<file path="src/hw/rtl/mdd_pkg.sv">
// Shared types and constants for the maximum drawdown tracker.
// No dependencies; compiled first.
package mdd_pkg;

  localparam int unsigned VALUE_W     = 32;
  localparam int unsigned DD_W        = 17;
  localparam int unsigned FRAC_BITS   = 16;
  localparam int unsigned QUEUE_DEPTH = 2;

  // One unit of work handed from the front end to the divider.
  typedef struct packed {
    logic [VALUE_W-1:0] peak;
    logic [VALUE_W-1:0] diff;
    logic               clear;
  } job_t;

endpackage

</file>
<file path="src/hw/rtl/mdd_in_if.sv">
// Sample channel: valid/ready handshake carrying one portfolio value.
// Depends on mdd_pkg.
interface mdd_in_if;
  logic                        valid;
  logic                        ready;
  logic [mdd_pkg::VALUE_W-1:0] sample_value;
  logic                        series_start;

  modport source (output valid, sample_value, series_start, input ready);
  modport sink   (input valid, sample_value, series_start, output ready);
endinterface

</file>
<file path="src/hw/rtl/mdd_out_if.sv">
// Result channel: valid/ready handshake carrying current and worst drawdown.
// Depends on mdd_pkg.
interface mdd_out_if;
  logic                     valid;
  logic                     ready;
  logic [mdd_pkg::DD_W-1:0] current_drawdown;
  logic [mdd_pkg::DD_W-1:0] worst_drawdown;

  modport source (output valid, current_drawdown, worst_drawdown, input ready);
  modport sink   (input valid, current_drawdown, worst_drawdown, output ready);
endinterface

</file>
<file path="src/hw/rtl/mdd_front.sv">
// Front end: accepts samples, tracks the running peak, forms peak - value.
// Depends on mdd_pkg and mdd_in_if.
module mdd_front (
  input  logic            clk,
  input  logic            rst,
  mdd_in_if.sink          samples,
  output logic            push,
  output mdd_pkg::job_t   push_job,
  input  logic            push_ready
);
  import mdd_pkg::*;

  logic [VALUE_W-1:0] peak;
  logic [VALUE_W-1:0] peak_next;

  assign samples.ready = push_ready;
  assign push          = samples.valid && push_ready;

  always_comb begin
    peak_next = peak;
    if (samples.series_start || samples.sample_value > peak) begin
      peak_next = samples.sample_value;
    end
  end

  // value never exceeds the updated peak, so diff cannot wrap
  assign push_job.peak  = peak_next;
  assign push_job.diff  = peak_next - samples.sample_value;
  assign push_job.clear = samples.series_start;

  always_ff @(posedge clk) begin
    if (rst) begin
      peak <= '0;
    end else if (push) begin
      peak <= peak_next;
    end
  end

endmodule

</file>
<file path="src/hw/rtl/mdd_queue.sv">
// Small register FIFO between front end and divider.
// Depends on mdd_pkg.
module mdd_queue #(
  parameter int unsigned Depth = mdd_pkg::QUEUE_DEPTH
) (
  input  logic          clk,
  input  logic          rst,
  input  logic          push,
  input  mdd_pkg::job_t push_job,
  output logic          push_ready,
  input  logic          pop,
  output mdd_pkg::job_t pop_job,
  output logic          pop_valid
);
  import mdd_pkg::*;

  localparam int unsigned PtrW = (Depth > 1) ? $clog2(Depth) : 1;
  localparam int unsigned CntW = $clog2(Depth + 1);

  job_t            slots [Depth];
  logic [PtrW-1:0] wr_ptr;
  logic [PtrW-1:0] rd_ptr;
  logic [CntW-1:0] count;

  assign push_ready = count != CntW'(Depth);
  assign pop_valid  = count != '0;
  assign pop_job    = slots[rd_ptr];

  function automatic logic [PtrW-1:0] bump(input logic [PtrW-1:0] p);
    return (p == PtrW'(Depth - 1)) ? '0 : p + 1'b1;
  endfunction

  always_ff @(posedge clk) begin
    if (push) begin
      slots[wr_ptr] <= push_job;
    end
  end

  always_ff @(posedge clk) begin
    if (rst) begin
      wr_ptr <= '0;
      rd_ptr <= '0;
      count  <= '0;
    end else begin
      if (push) wr_ptr <= bump(wr_ptr);
      if (pop)  rd_ptr <= bump(rd_ptr);
      case ({push, pop})
        2'b10:   count <= count + 1'b1;
        2'b01:   count <= count - 1'b1;
        default: count <= count;
      endcase
    end
  end

endmodule

</file>
<file path="src/hw/rtl/mdd_back.sv">
// Back end: bit-serial restoring divider, worst-drawdown tracking, output register.
// Depends on mdd_pkg and mdd_out_if.
module mdd_back (
  input  logic          clk,
  input  logic          rst,
  input  logic          job_valid,
  input  mdd_pkg::job_t job,
  output logic          pop,
  mdd_out_if.source     results
);
  import mdd_pkg::*;

  localparam logic [1:0] S_IDLE = 2'd0;
  localparam logic [1:0] S_DIV  = 2'd1;
  localparam logic [1:0] S_OUT  = 2'd2;

  localparam int unsigned StepW = $clog2(DD_W);

  logic [1:0]         state;
  logic [StepW-1:0]   step;
  logic [VALUE_W:0]   rem;
  logic [VALUE_W-1:0] divisor;
  logic [DD_W-1:0]    quo;
  logic               clear;
  logic               zero_peak;
  logic [DD_W-1:0]    worst;
  logic [DD_W-1:0]    worst_next;
  logic               out_valid;
  logic [DD_W-1:0]    out_cur;
  logic [DD_W-1:0]    out_worst;

  logic               ge;
  logic [VALUE_W:0]   rem_sub;
  logic               out_free;

  assign pop      = (state == S_IDLE) && job_valid;
  assign out_free = !out_valid || results.ready;

  assign ge      = rem >= {1'b0, divisor};
  assign rem_sub = ge ? rem - {1'b0, divisor} : rem;

  always_comb begin
    worst_next = clear ? '0 : worst;
    if (quo > worst_next) worst_next = quo;
  end

  assign results.valid            = out_valid;
  assign results.current_drawdown = out_cur;
  assign results.worst_drawdown   = out_worst;

  always_ff @(posedge clk) begin
    if (rst) begin
      state     <= S_IDLE;
      step      <= '0;
      worst     <= '0;
      out_valid <= 1'b0;
    end else begin
      // a new result overrides the drain of the old one
      if (state == S_OUT && out_free) begin
        out_valid <= 1'b1;
      end else if (results.valid && results.ready) begin
        out_valid <= 1'b0;
      end
      unique case (state)
        S_IDLE: begin
          if (job_valid) begin
            state <= S_DIV;
            step  <= '0;
          end
        end
        S_DIV: begin
          step <= step + 1'b1;
          if (step == StepW'(DD_W - 1)) state <= S_OUT;
        end
        S_OUT: begin
          if (out_free) begin
            worst <= worst_next;
            state <= S_IDLE;
          end
        end
        default: state <= S_IDLE;
      endcase
    end
  end

  // datapath, no reset needed
  always_ff @(posedge clk) begin
    unique case (state)
      S_IDLE: begin
        if (job_valid) begin
          rem       <= {1'b0, job.diff};
          divisor   <= job.peak;
          clear     <= job.clear;
          zero_peak <= job.peak == '0;
          quo       <= '0;
        end
      end
      S_DIV: begin
        rem <= {rem_sub[VALUE_W-1:0], 1'b0};
        // a zero peak reports zero drawdown
        quo <= zero_peak ? '0 : {quo[DD_W-2:0], ge};
      end
      S_OUT: begin
        if (out_free) begin
          out_cur   <= quo;
          out_worst <= worst_next;
        end
      end
      default: ;
    endcase
  end

endmodule

</file>
<file path="src/hw/rtl/max_drawdown_tracker_top.sv">
// Top level of the maximum drawdown tracker: front end, job queue, divider back end.
// Depends on mdd_pkg, mdd_in_if, mdd_out_if, mdd_front, mdd_queue, mdd_back.
//
//  channel   role   fields                              notes
//  samples   sink   sample_value[31:0], series_start    one request per sample
//  results   source current_drawdown[16:0],             one result per sample,
//                   worst_drawdown[16:0]                Q1.16, 65536 = 1.0
//
// In the back end each sample is loaded as a job, runs 17 steps of the
// bit-serial restoring divider (one quotient bit a cycle), then has its result
// registered. The divider takes no new sample until the last result is registered.
// rst is synchronous: clears the peak, worst drawdown, queue and output valid.
// The front end keeps accepting while the queue has room; a stalled result
// holds in the output register and the divider waits behind it.
module max_drawdown_tracker_top #(
  parameter int unsigned QueueDepth = mdd_pkg::QUEUE_DEPTH
) (
  input logic        clk,
  input logic        rst,
  mdd_in_if.sink     samples,
  mdd_out_if.source  results
);
  import mdd_pkg::*;

  logic push;
  logic push_ready;
  logic pop;
  logic pop_valid;
  job_t push_job;
  job_t pop_job;

  mdd_front u_front (
    .clk        (clk),
    .rst        (rst),
    .samples    (samples),
    .push       (push),
    .push_job   (push_job),
    .push_ready (push_ready)
  );

  mdd_queue #(
    .Depth (QueueDepth)
  ) u_queue (
    .clk        (clk),
    .rst        (rst),
    .push       (push),
    .push_job   (push_job),
    .push_ready (push_ready),
    .pop        (pop),
    .pop_job    (pop_job),
    .pop_valid  (pop_valid)
  );

  mdd_back u_back (
    .clk       (clk),
    .rst       (rst),
    .job_valid (pop_valid),
    .job       (pop_job),
    .pop       (pop),
    .results   (results)
  );

  localparam logic [DD_W-1:0] DdOne = DD_W'(1) << FRAC_BITS;

  a_worst_covers_current: assert property (@(posedge clk) disable iff (rst)
    results.valid |-> results.worst_drawdown >= results.current_drawdown)
    else $error("worst drawdown below current drawdown");

  a_drawdown_range: assert property (@(posedge clk) disable iff (rst)
    results.valid |-> results.current_drawdown <= DdOne)
    else $error("drawdown above one");

  a_pop_has_job: assert property (@(posedge clk) disable iff (rst)
    pop |-> pop_valid)
    else $error("divider took a job from an empty queue");

  a_accept_needs_room: assert property (@(posedge clk) disable iff (rst)
    (samples.valid && samples.ready) |-> push_ready)
    else $error("sample accepted while queue full");

endmodule
</file>
<file path="src/flat_wrapper.sv">
// flat-port wrapper written by rule: the top's interface ports become plain ports
module max_drawdown_tracker_top_flat import mdd_pkg::*;
#(
  parameter int unsigned QueueDepth = mdd_pkg::QUEUE_DEPTH
)
  (clk, rst, samples_valid, samples_sample_value, samples_series_start, samples_ready, results_valid, results_current_drawdown, results_worst_drawdown, results_ready);
  mdd_in_if samples_i ();
  mdd_out_if results_i ();
  input logic clk;
  input logic rst;
  input wire logic [$bits(samples_i.valid)-1:0] samples_valid;
  input wire logic [$bits(samples_i.sample_value)-1:0] samples_sample_value;
  input wire logic [$bits(samples_i.series_start)-1:0] samples_series_start;
  output wire logic [$bits(samples_i.ready)-1:0] samples_ready;
  output wire logic [$bits(results_i.valid)-1:0] results_valid;
  output wire logic [$bits(results_i.current_drawdown)-1:0] results_current_drawdown;
  output wire logic [$bits(results_i.worst_drawdown)-1:0] results_worst_drawdown;
  input wire logic [$bits(results_i.ready)-1:0] results_ready;
  assign samples_i.valid = samples_valid;
  assign samples_i.sample_value = samples_sample_value;
  assign samples_i.series_start = samples_series_start;
  assign samples_ready = samples_i.ready;
  assign results_valid = results_i.valid;
  assign results_current_drawdown = results_i.current_drawdown;
  assign results_worst_drawdown = results_i.worst_drawdown;
  assign results_i.ready = results_ready;
  max_drawdown_tracker_top #(.QueueDepth(QueueDepth)) u_core (.clk(clk), .rst(rst), .samples(samples_i), .results(results_i));
endmodule
</file>
<file path="config.mk">
export PLATFORM = sky130hd
export DESIGN_NAME = max_drawdown_tracker_top_flat
export DESIGN_NICKNAME = d
export VERILOG_FILES = /design/src/hw/rtl/mdd_pkg.sv /design/src/hw/rtl/mdd_in_if.sv /design/src/hw/rtl/mdd_out_if.sv /design/src/hw/rtl/mdd_front.sv /design/src/hw/rtl/mdd_queue.sv /design/src/hw/rtl/mdd_back.sv /design/src/hw/rtl/max_drawdown_tracker_top.sv /design/src/flat_wrapper.sv
export SDC_FILE = /design/constraint.sdc
export NUM_CORES = 1
export LEC_CHECK = 0
export BUFFER_PORTS_ARGS = -buffer_cell sky130_fd_sc_hd__buf_2
export CORE_AREA = 4 4 221 202
export CTS_CLUSTER_SIZE = 20
export DETAILED_ROUTE_END_ITERATION = 10
export DIE_AREA = 0 0 225 206
export PLACE_DENSITY_LB_ADDON = 0.12
export SLEW_MARGIN = 0
export SYNTH_ARGS = -nofsm -noshare
export SYNTH_HDL_FRONTEND = slang
export SYNTH_HIERARCHICAL = 1
export SYNTH_SLANG_ARGS = --single-unit
</file>
<file path="constraint.sdc">
create_clock -name clk -period 11.78 [get_ports clk]
set_input_delay 1.178 -clock clk [delete_from_list [all_inputs] [get_ports clk]]
set_output_delay 1.178 -clock clk [all_outputs]
set_load 0.02 [all_outputs]
</file>
==> run_results.csv, run 1 <==
group,metric,value,unit
sta,setup-violations-final,0,
drt,highest_layer,"met4",
setup_path,rrSetupSlack,6.22,ns
layout,fin_nets,1792,
layout,drive_above_1_share,0.110,
power,total_leakage_power,0.00722,uW
placed_design,gp_congestion,0.841,
power,vdd_drop_max,0.127,mV
drt,wl_met3,1540,um
placed_design,portBuffers,72,
grt,grt_pass1_vias,11200,
clocking,cts_made_buffers,36,
layout,syn_to_final_growth,12.6,%
drt,dr_wl_met2,16300,um
hold_path,holdPathEnd,"u_core/u_back/worst[16]",
hold_path,min_path_type,"flop to flop",
grt,grt_first_pass_wirelength,61400,um
clocking,ctsResizeCount,0,
setup_path,required,12.07,ns
layout,n_antenna_cell,0,
grt,grt_max_degree,69,
setup_path,path_class,"primary input to flop",
drt,drt-met1-wl,20100,um
drt,vias,11600,
sta,finalHoldViolCount,0,
drt,postRouteWirelength,39100,um
floorplan,fp.coreArea,42400,um^2
floorplan,die_area,46400,um^2
setup_path,crit_fanout,68,
sta,clock.fmax,0.169,GHz
layout,final_cell_area,18900,um^2
grt,antenna_found_initial,1,
yosys,syn_area,16800,um^2
floorplan,die_y,206,um
clocking,root_buffer,"clkbuf_16",
grt,gr-total-overflow,0,
clocking,cts_tree,"yes",
clocking,clk_latency,0.54,ns
setup_path,arrival,6.20,ns
drt,vias_per_cell,5.22,
run_status,status,"finished clean",
grt,grt_usage,0.166,
clocking,postCtsHoldBufs,0,
power,power.total,4870,uW
yosys,ys.flop_type,"edfxtp_1",
drt,ant_nets,0,
yosys,async_flop_share,0,
yosys,synth_nets,1728,
sta,slew-limit-headroom,0.244,
yosys,synth_cell_types,82,
drt,routedWlPerCell,17.6,um
sta,finalCriticalPeriod,5.91,ns
sta,grt_setup_unrepaired,"no",
sta,layout_setup_ws,5.87,ns
layout,utilization,0.445,
placed_design,placed_cell_area,17700,um^2
sta,drv_slew,0,
power,powerDensity,258,nW/um^2
drt,dr.pass1.iters,5,
floorplan,die_w,225,um
clocking,clock_sinks,310,
sta,fin_setup_tns,0,ns
floorplan,num_rows,72,
yosys,syn_inst,1574,
floorplan,ios,73,
setup_path,reg2reg_from,"u_core/u_front/peak[13]",
setup_path,rr_worst_depth,21,
clocking,clockBufferDepth,3,
yosys,ys_ff_latch,310,
sta,fin_worst_skew,0.0187,ns
clocking,cts.clk_slew.worst_paths,0.06,ns
floorplan,start_util,0.396,
flow_run,cap_viol_max_count,0,
drt,drt_iter0_drc,854,
drt,drc,0,
placed_design,hpwl,27100,um
yosys,yosys_warnings,6,
setup_path,reg2reg_to,"u_core/u_queue/slots[1][17]",
hold_path,hold_depth,2,
sta,tightestPinTransition,1.12,ns
yosys,synth_edf_count,248,
setup_path,startpoint_type,"primary input",
clocking,postCtsSetupRepairBufs,0,
clocking,cts_max_level,2,
setup_path,endpoint_kind,"flop",
sta,finalCritPeriodShare,0.502,
placed_design,dp_slack,5.26,ns
yosys,yosysSeqAreaShare,0.518,
hold_path,hp-start,"u_core/u_back/worst[16]",
yosys,syn_area_per_cell,10.7,um^2
stage by stage:
stage          cells  hold slack, ns
2_1_floorplan   1574           0.444
3_3_place_gp    2155           0.457
3_5_place_dp    2155           0.466
4_1_cts         2218           0.475
5_1_grt         2218           0.497
6_report        2218           0.474
flip-flops by register name, summed over array words and instances, names as in the netlist, named ones only:
register                                cells
u_core/u_back/worst                        17
u_core/u_back/results.current_drawdown     17
u_core/u_back/results.worst_drawdown       17
u_core/u_front/peak                        32
u_core/u_back/quo                          17
u_core/u_queue/count                        2
u_core/u_queue/wr_ptr                       1
u_core/u_back/rem                          33
u_core/u_back/divisor                      32
u_core/u_back/step                          5
u_core/u_queue/rd_ptr                       1
u_core/u_queue/slots                      130
u_core/u_back/zero_peak                     1
u_core/u_back/results.valid                 1
u_core/u_back/state                         2
u_core/u_back/clear                         1
per-layer routing:
metal	global-route usage	up-vias
li1	-	5805
met1	0.249	5473
met2	0.247	243
met3	0.0237	67
met4	0.0575	0
met5	0	-
logic make-up after synthesis:
logic type,Yosys count,share of synthesized area
AND/OR/NAND/NOR,434,0.120
AO/OA/AOI/OAI,369,0.137
flip-flops,310,0.518
buffers and inverters,198,0.0484
adder cells (fa/ha/maj),117,0.0881
multiplexers,93,0.0605
XOR/XNOR,53,0.0277
cell usage after synthesis, types with 3 or more instances:
cell type  instances  area [um^2]
nor3_1            32          160
a21o_1            25          188
nand4_1           21          131
inv_1            137          514
buf_1              3         11.3
nand2_1          185          694
xor2_1            20          175
a211oi_1          10         75.1
nand2b_1          31          194
o21a_1             9         67.6
o21ai_1           12         60.1
mux2_1            65          732
o21ai_0           95          475
buf_4             12         90.1
nor2b_1           11         68.8
clkbuf_1          32          120
nand3_1           28          140
edfxtp_1         248         7450
nor2_1            80          300
a31oi_1            7         43.8
mux2i_1           25          250
dfxtp_1           62         1240
mux2_2             3         33.8
o211ai_1           6         45.0
buf_2             13         65.1
and3_1             5         31.3
nor4_1             9         56.3
a311oi_1           4         35.0
o31a_1             3         26.3
a211oi_2           3         37.5
or2_2              6         37.5
a21boi_1           3         22.5
ha_1             115         1440
nor3b_1            3         22.5
a211o_1            3         26.3
and2_1             4         25.0
a21oi_1          143          716
o21bai_1           6         45.0
xnor2_1           33          289
a41oi_1            3         26.3
how the worst max path moves through the flow:
stage,slack [ns],end,start
finish,5.87,u_core/u_queue/slots[1][17],samples_sample_value[14]
global route,5.52,u_core/u_queue/slots[0][17],samples_sample_value[30]
CTS,5.84,u_core/u_queue/slots[1][17],samples_sample_value[14]
detailed placement,5.26,u_core/u_queue/slots[0][17],samples_sample_value[14]
global placement,5.27,u_core/u_queue/slots[0][17],samples_sample_value[13]
floorplan,6.54,u_core/u_back/quo[0],u_core/u_queue/count[0]
area by class of cell:
cell class,count,area [um^2]
flip-flops and latches,310,8690
multi-input cells,1066,7330
clock buffers,47,962
inverters,137,514
repair buffers,87,473
fillers,3980,23500
clock inverters,16,231
well taps,555,694
critical path, cell delays in order:
cell and delay (ns):
buf_2 0.11, ha_1 0.33, nand4_1 0.16, nor3_1 0.13
a21boi_1 0.15, nor4b_1 0.66, a2bb2oi_4 0.18, buf_4 0.55
nor2_1 0.08, a21oi_1 0.19, ha_1 0.19, inv_1 0.05
fa_1 0.40, a21oi_1 0.25, o211ai_1 0.18, a2111oi_1 0.62
nor2_1 0.13, a41o_1 0.28, o21a_1 0.17, nor2_1 0.11
xnor2_1 0.09
report_power, final:
part | internal, uW | switching [uW] | total [uW]
Sequential | 1580 | 133 | 1710
Clock | 689 | 449 | 1140
Combinational | 763 | 1260 | 2020
cells in the final DEF (no fill, tap or decap), drive strengths merged, types with 5 or more instances in the layout:
master  Yosys  final
a21oi     145    145
a311oi      5      5
nor4       10     10
dfxtp      62     62
and3        5      5
o211ai      7      7
o21bai      6      6
a31oi      11     11
or2         8      8
nor3       32     32
xor2       20     20
edfxtp    248    248
mux2       68     68
nor2       80     80
o21ai     109    109
a211oi     13     13
buf        29     87
mux2i      25     25
nand3      29     29
bufinv      0      5
nand2     186    186
nand2b     31     31
clkinv      0      7
nor2b      11     11
inv       137    138
xnor2      33     33
clkbuf     32     47
a21o       25     25
o21a        9      9
ha        115    115
nand4      21     21
Power figures use the tool's default switching activity.
==> inputs of run 2 (changes only) <==
Settings changed: ABC_AREA set to 1, CORE_AREA 4 4 221 202 to 4 4 234 213, DIE_AREA 0 0 225 206 to 0 0 238 217.
Clock period 11.78 ns to 4.8 ns, I/O delays scaled along.
==> run 2 against run 1 <==
Final area up 9.9%. Synthesized area up 12%. Wire length up 22%. Highest routed layer unchanged. Utilization down 0.78 points. Combinational power rose to 3.2 times the previous value. Clock skew up 0.0085 ns. Register-to-register slack worse by 5.7 ns. Die area up 11%. Total power rose to 2.8 times the previous value. Non-clock buffer count up 2. Cell count up 31%. Largest cell class unchanged.
==> run_results.csv, run 2 <==
group,metric,value,unit
run_status,status,"finished clean",
sta,finalHoldViolCount,0,
power,p_switching,5720,uW
clocking,postCtsHoldBufs,0,
placed_design,hpwl,36000,um
setup_path,endpoint_kind,"flop",
power,clkPwrFrac,0.191,
setup_path,rr_worst_depth,19,
yosys,yosys.area.top_type_share,0.397,
sta,finalCriticalPeriod,4.24,ns
sta,fin_setup_tns,0,ns
grt,antenna_found_initial,0,
setup_path,crit_fanout,23,
power,pwr-share-seq,0.323,
drt,ant_nets,0,
clocking,cts_made_buffers,36,
grt,gr-total-overflow,0,
grt,use_met1,0.280,
floorplan,ios,73,
yosys,syn_inst,2186,
sta,fin_worst_skew,0.0272,ns
placed_design,portBuffers,72,
yosys,async_flop_share,0,
yosys,ys.flop_type,"edfxtp_1",
placed_design,gp_congestion,0.898,
power,total_leakage_power,0.00960,uW
yosys,yosys.cell_count.top_type,"nand2_1",
power,comb_power_share,0.485,
clocking,clock_sinks,310,
hold_path,hold_depth,1,
floorplan,start_util,0.395,
layout,regMostFlops,"u_core/u_queue/slots",
setup_path,required,5.07,ns
yosys,syn_area,18700,um^2
drt,vias_per_cell,4.89,
setup_path,arrival,4.51,ns
layout,layout_common_cells,"575 x nand2_1, 367 x inv_1, 248 x edfxtp_1",
floorplan,num_rows,76,
yosys,ys_ff_latch,310,
floorplan,die_y,217,um
layout,drive_above_1_share,0.113,
grt,grt_first_pass_wirelength,75600,um
floorplan,die_w,238,um
sta,tightestPinTransition,0.927,ns
layout,fillers,4699,
grt,busiest_layer,"met1",
yosys,synth_top_cells_by_area,"edfxtp_1 40%, nand2_1 12%, ha_1 7.7%",
layout,final_common_cell,"nand2_1",
setup_path,path_class,"flop to flop",
power,intPower,7700,uW
layout,syn_to_final_growth,10.8,%
sta,finalCritPeriodShare,0.884,
sta,clock.fmax,0.236,GHz
grt,use_met3,0.0208,
yosys,yosys.area.top_type,"edfxtp_1",
yosys,synth_nets,2340,
grt,grt_use_met2,0.276,
drt,drc,0,
layout,reg_top3,"u_core/u_queue/slots: 130 flops, u_core/u_back/rem: 33 flops",
grt,grt_pass1_vias,13800,
clocking,cts.clk_slew.worst_paths,0.06,ns
layout,n_antenna_cell,0,
sta,grt_setup_unrepaired,"no",
grt,grt_max_degree,62,
yosys,yosys-top-cells-count,"575 x nand2_1, 369 x inv_1, 248 x edfxtp_1",
yosys,synth_edf_count,248,
yosys,yosys_warnings,6,
power,powerDensity,646,nW/um^2
hold_path,min_path_type,"primary input to flop",
power,vdd_drop_max,0.272,mV
sta,slew-limit-headroom,0.382,
sta,setup-violations-final,0,
drt,drt_iter0_drc,938,
setup_path,startpoint_type,"flop",
yosys,syn_area_per_cell,8.57,um^2
layout,utilization,0.438,
clocking,clk_latency,0.53,ns
floorplan,fp.coreArea,47500,um^2
clocking,postCtsSetupRepairBufs,0,
grt,grt_usage,0.184,
flow_run,cap_viol_max_count,0,
clocking,cts_tree,"yes",
drt,dr.pass1.iters,6,
drt,postRouteWirelength,47900,um
clocking,cts_max_level,2,
yosys,synth_cell_types,49,
clocking,ctsResizeCount,0,
clocking,clockBufferDepth,3,
layout,fin_nets,2412,
layout,largest_reg_flops,130,
drt,routedWlPerCell,16.5,um
clocking,root_buffer,"clkbuf_16",
power,power.total,13400,uW
power,switching_share,0.426,
drt,vias,14200,
floorplan,die_area,51600,um^2
yosys,yosysSeqAreaShare,0.464,
sta,drv_slew,0,
## run 2: final timing paths
path / from / endpoint / slack (ns)
max: u_core/u_front/peak[31] / u_core/u_queue/slots[1][27] / 0.56
min: samples_series_start / u_core/u_queue/slots[1][0] / 0.17
max reg2reg: u_core/u_front/peak[31] / u_core/u_queue/slots[1][27] / 0.56
min reg2reg: u_core/u_back/quo[0] / u_core/u_back/results.current_drawdown[0] / 0.46
## run 2: worst max-delay path, stage by stage, from the launching register on
cell	delay [ns]
dfxtp_1	0.35
inv_1	0.08
ha_1	0.29
nand2_1	0.08
nor2_2	0.13
nand2_1	0.12
nor4_2	0.20
nand2_1	0.14
nand2_4	0.21
nand2_4	0.14
buf_12	0.20
nand2_2	0.08
nand2_1	0.08
ha_1	0.42
nand2_1	0.14
nor4_1	0.62
nand3_1	0.14
nand3_1	0.23
a21oi_1	0.13
xnor2_1	0.17
## run 2: final cells by class
cell class	instances	area, um^2	share of cell area
Clock inverter	10	116	0.00560
Inverter	378	1420	0.0683
Clock buffer	52	961	0.0463
Timing Repair Buffer	89	500	0.0241
Tap cell	624	781	0.0376
Multi-Input combinational cell	1443	8300	0.400
Sequential cell	310	8690	0.419
## run 2: layer usage
metal,vias to the layer above,routed length [um],part of all wire
met5,-,0,0
met4,0,1140,0.024
met3,64,1860,0.039
met2,277,20300,0.42
met1,6593,24600,0.51
li1,7274,-,-
## run 2: stage by stage
step	worst slack (ns)	hold slack, ns	instances	cell area, um^2
finish	0.558	0.171	2906	20800
global route	0.0975	0.161	2906	20800
CTS	0.527	0.140	2906	20800
detailed placement	0.310	0.472	2844	19700
global placement	0.170	0.476	2844	19700
floorplan	0.484	0.451	2186	18700
## run 2: kinds of logic (layout without fill, tap and decap cells)
logic type	count (synthesis)	count (layout)	synth area share
AND/OR/NAND/NOR	1023	1023	0.238
buffers and inverters	433	529	0.0944
multiplexers	65	65	0.0491
flip-flops	310	310	0.464
adder cells (fa/ha/maj)	117	117	0.0789
XOR/XNOR	44	44	0.0206
AO/OA/AOI/OAI	194	194	0.0558
## run 2: power groups by stage
| stage | Sequential [uW] | Combinational (uW) | Clock, uW |
|---|---|---|---|
| 3_3_place_gp | 4380 | 6480 | 0 |
| 5_1_grt | 4430 | 7360 | 2770 |
| 2_1_floorplan | 4190 | 5000 | 0 |
| 3_5_place_dp | 4400 | 6510 | 0 |
| 4_1_cts | 4350 | 6540 | 2660 |
| 6_report | 4340 | 6520 | 2570 |
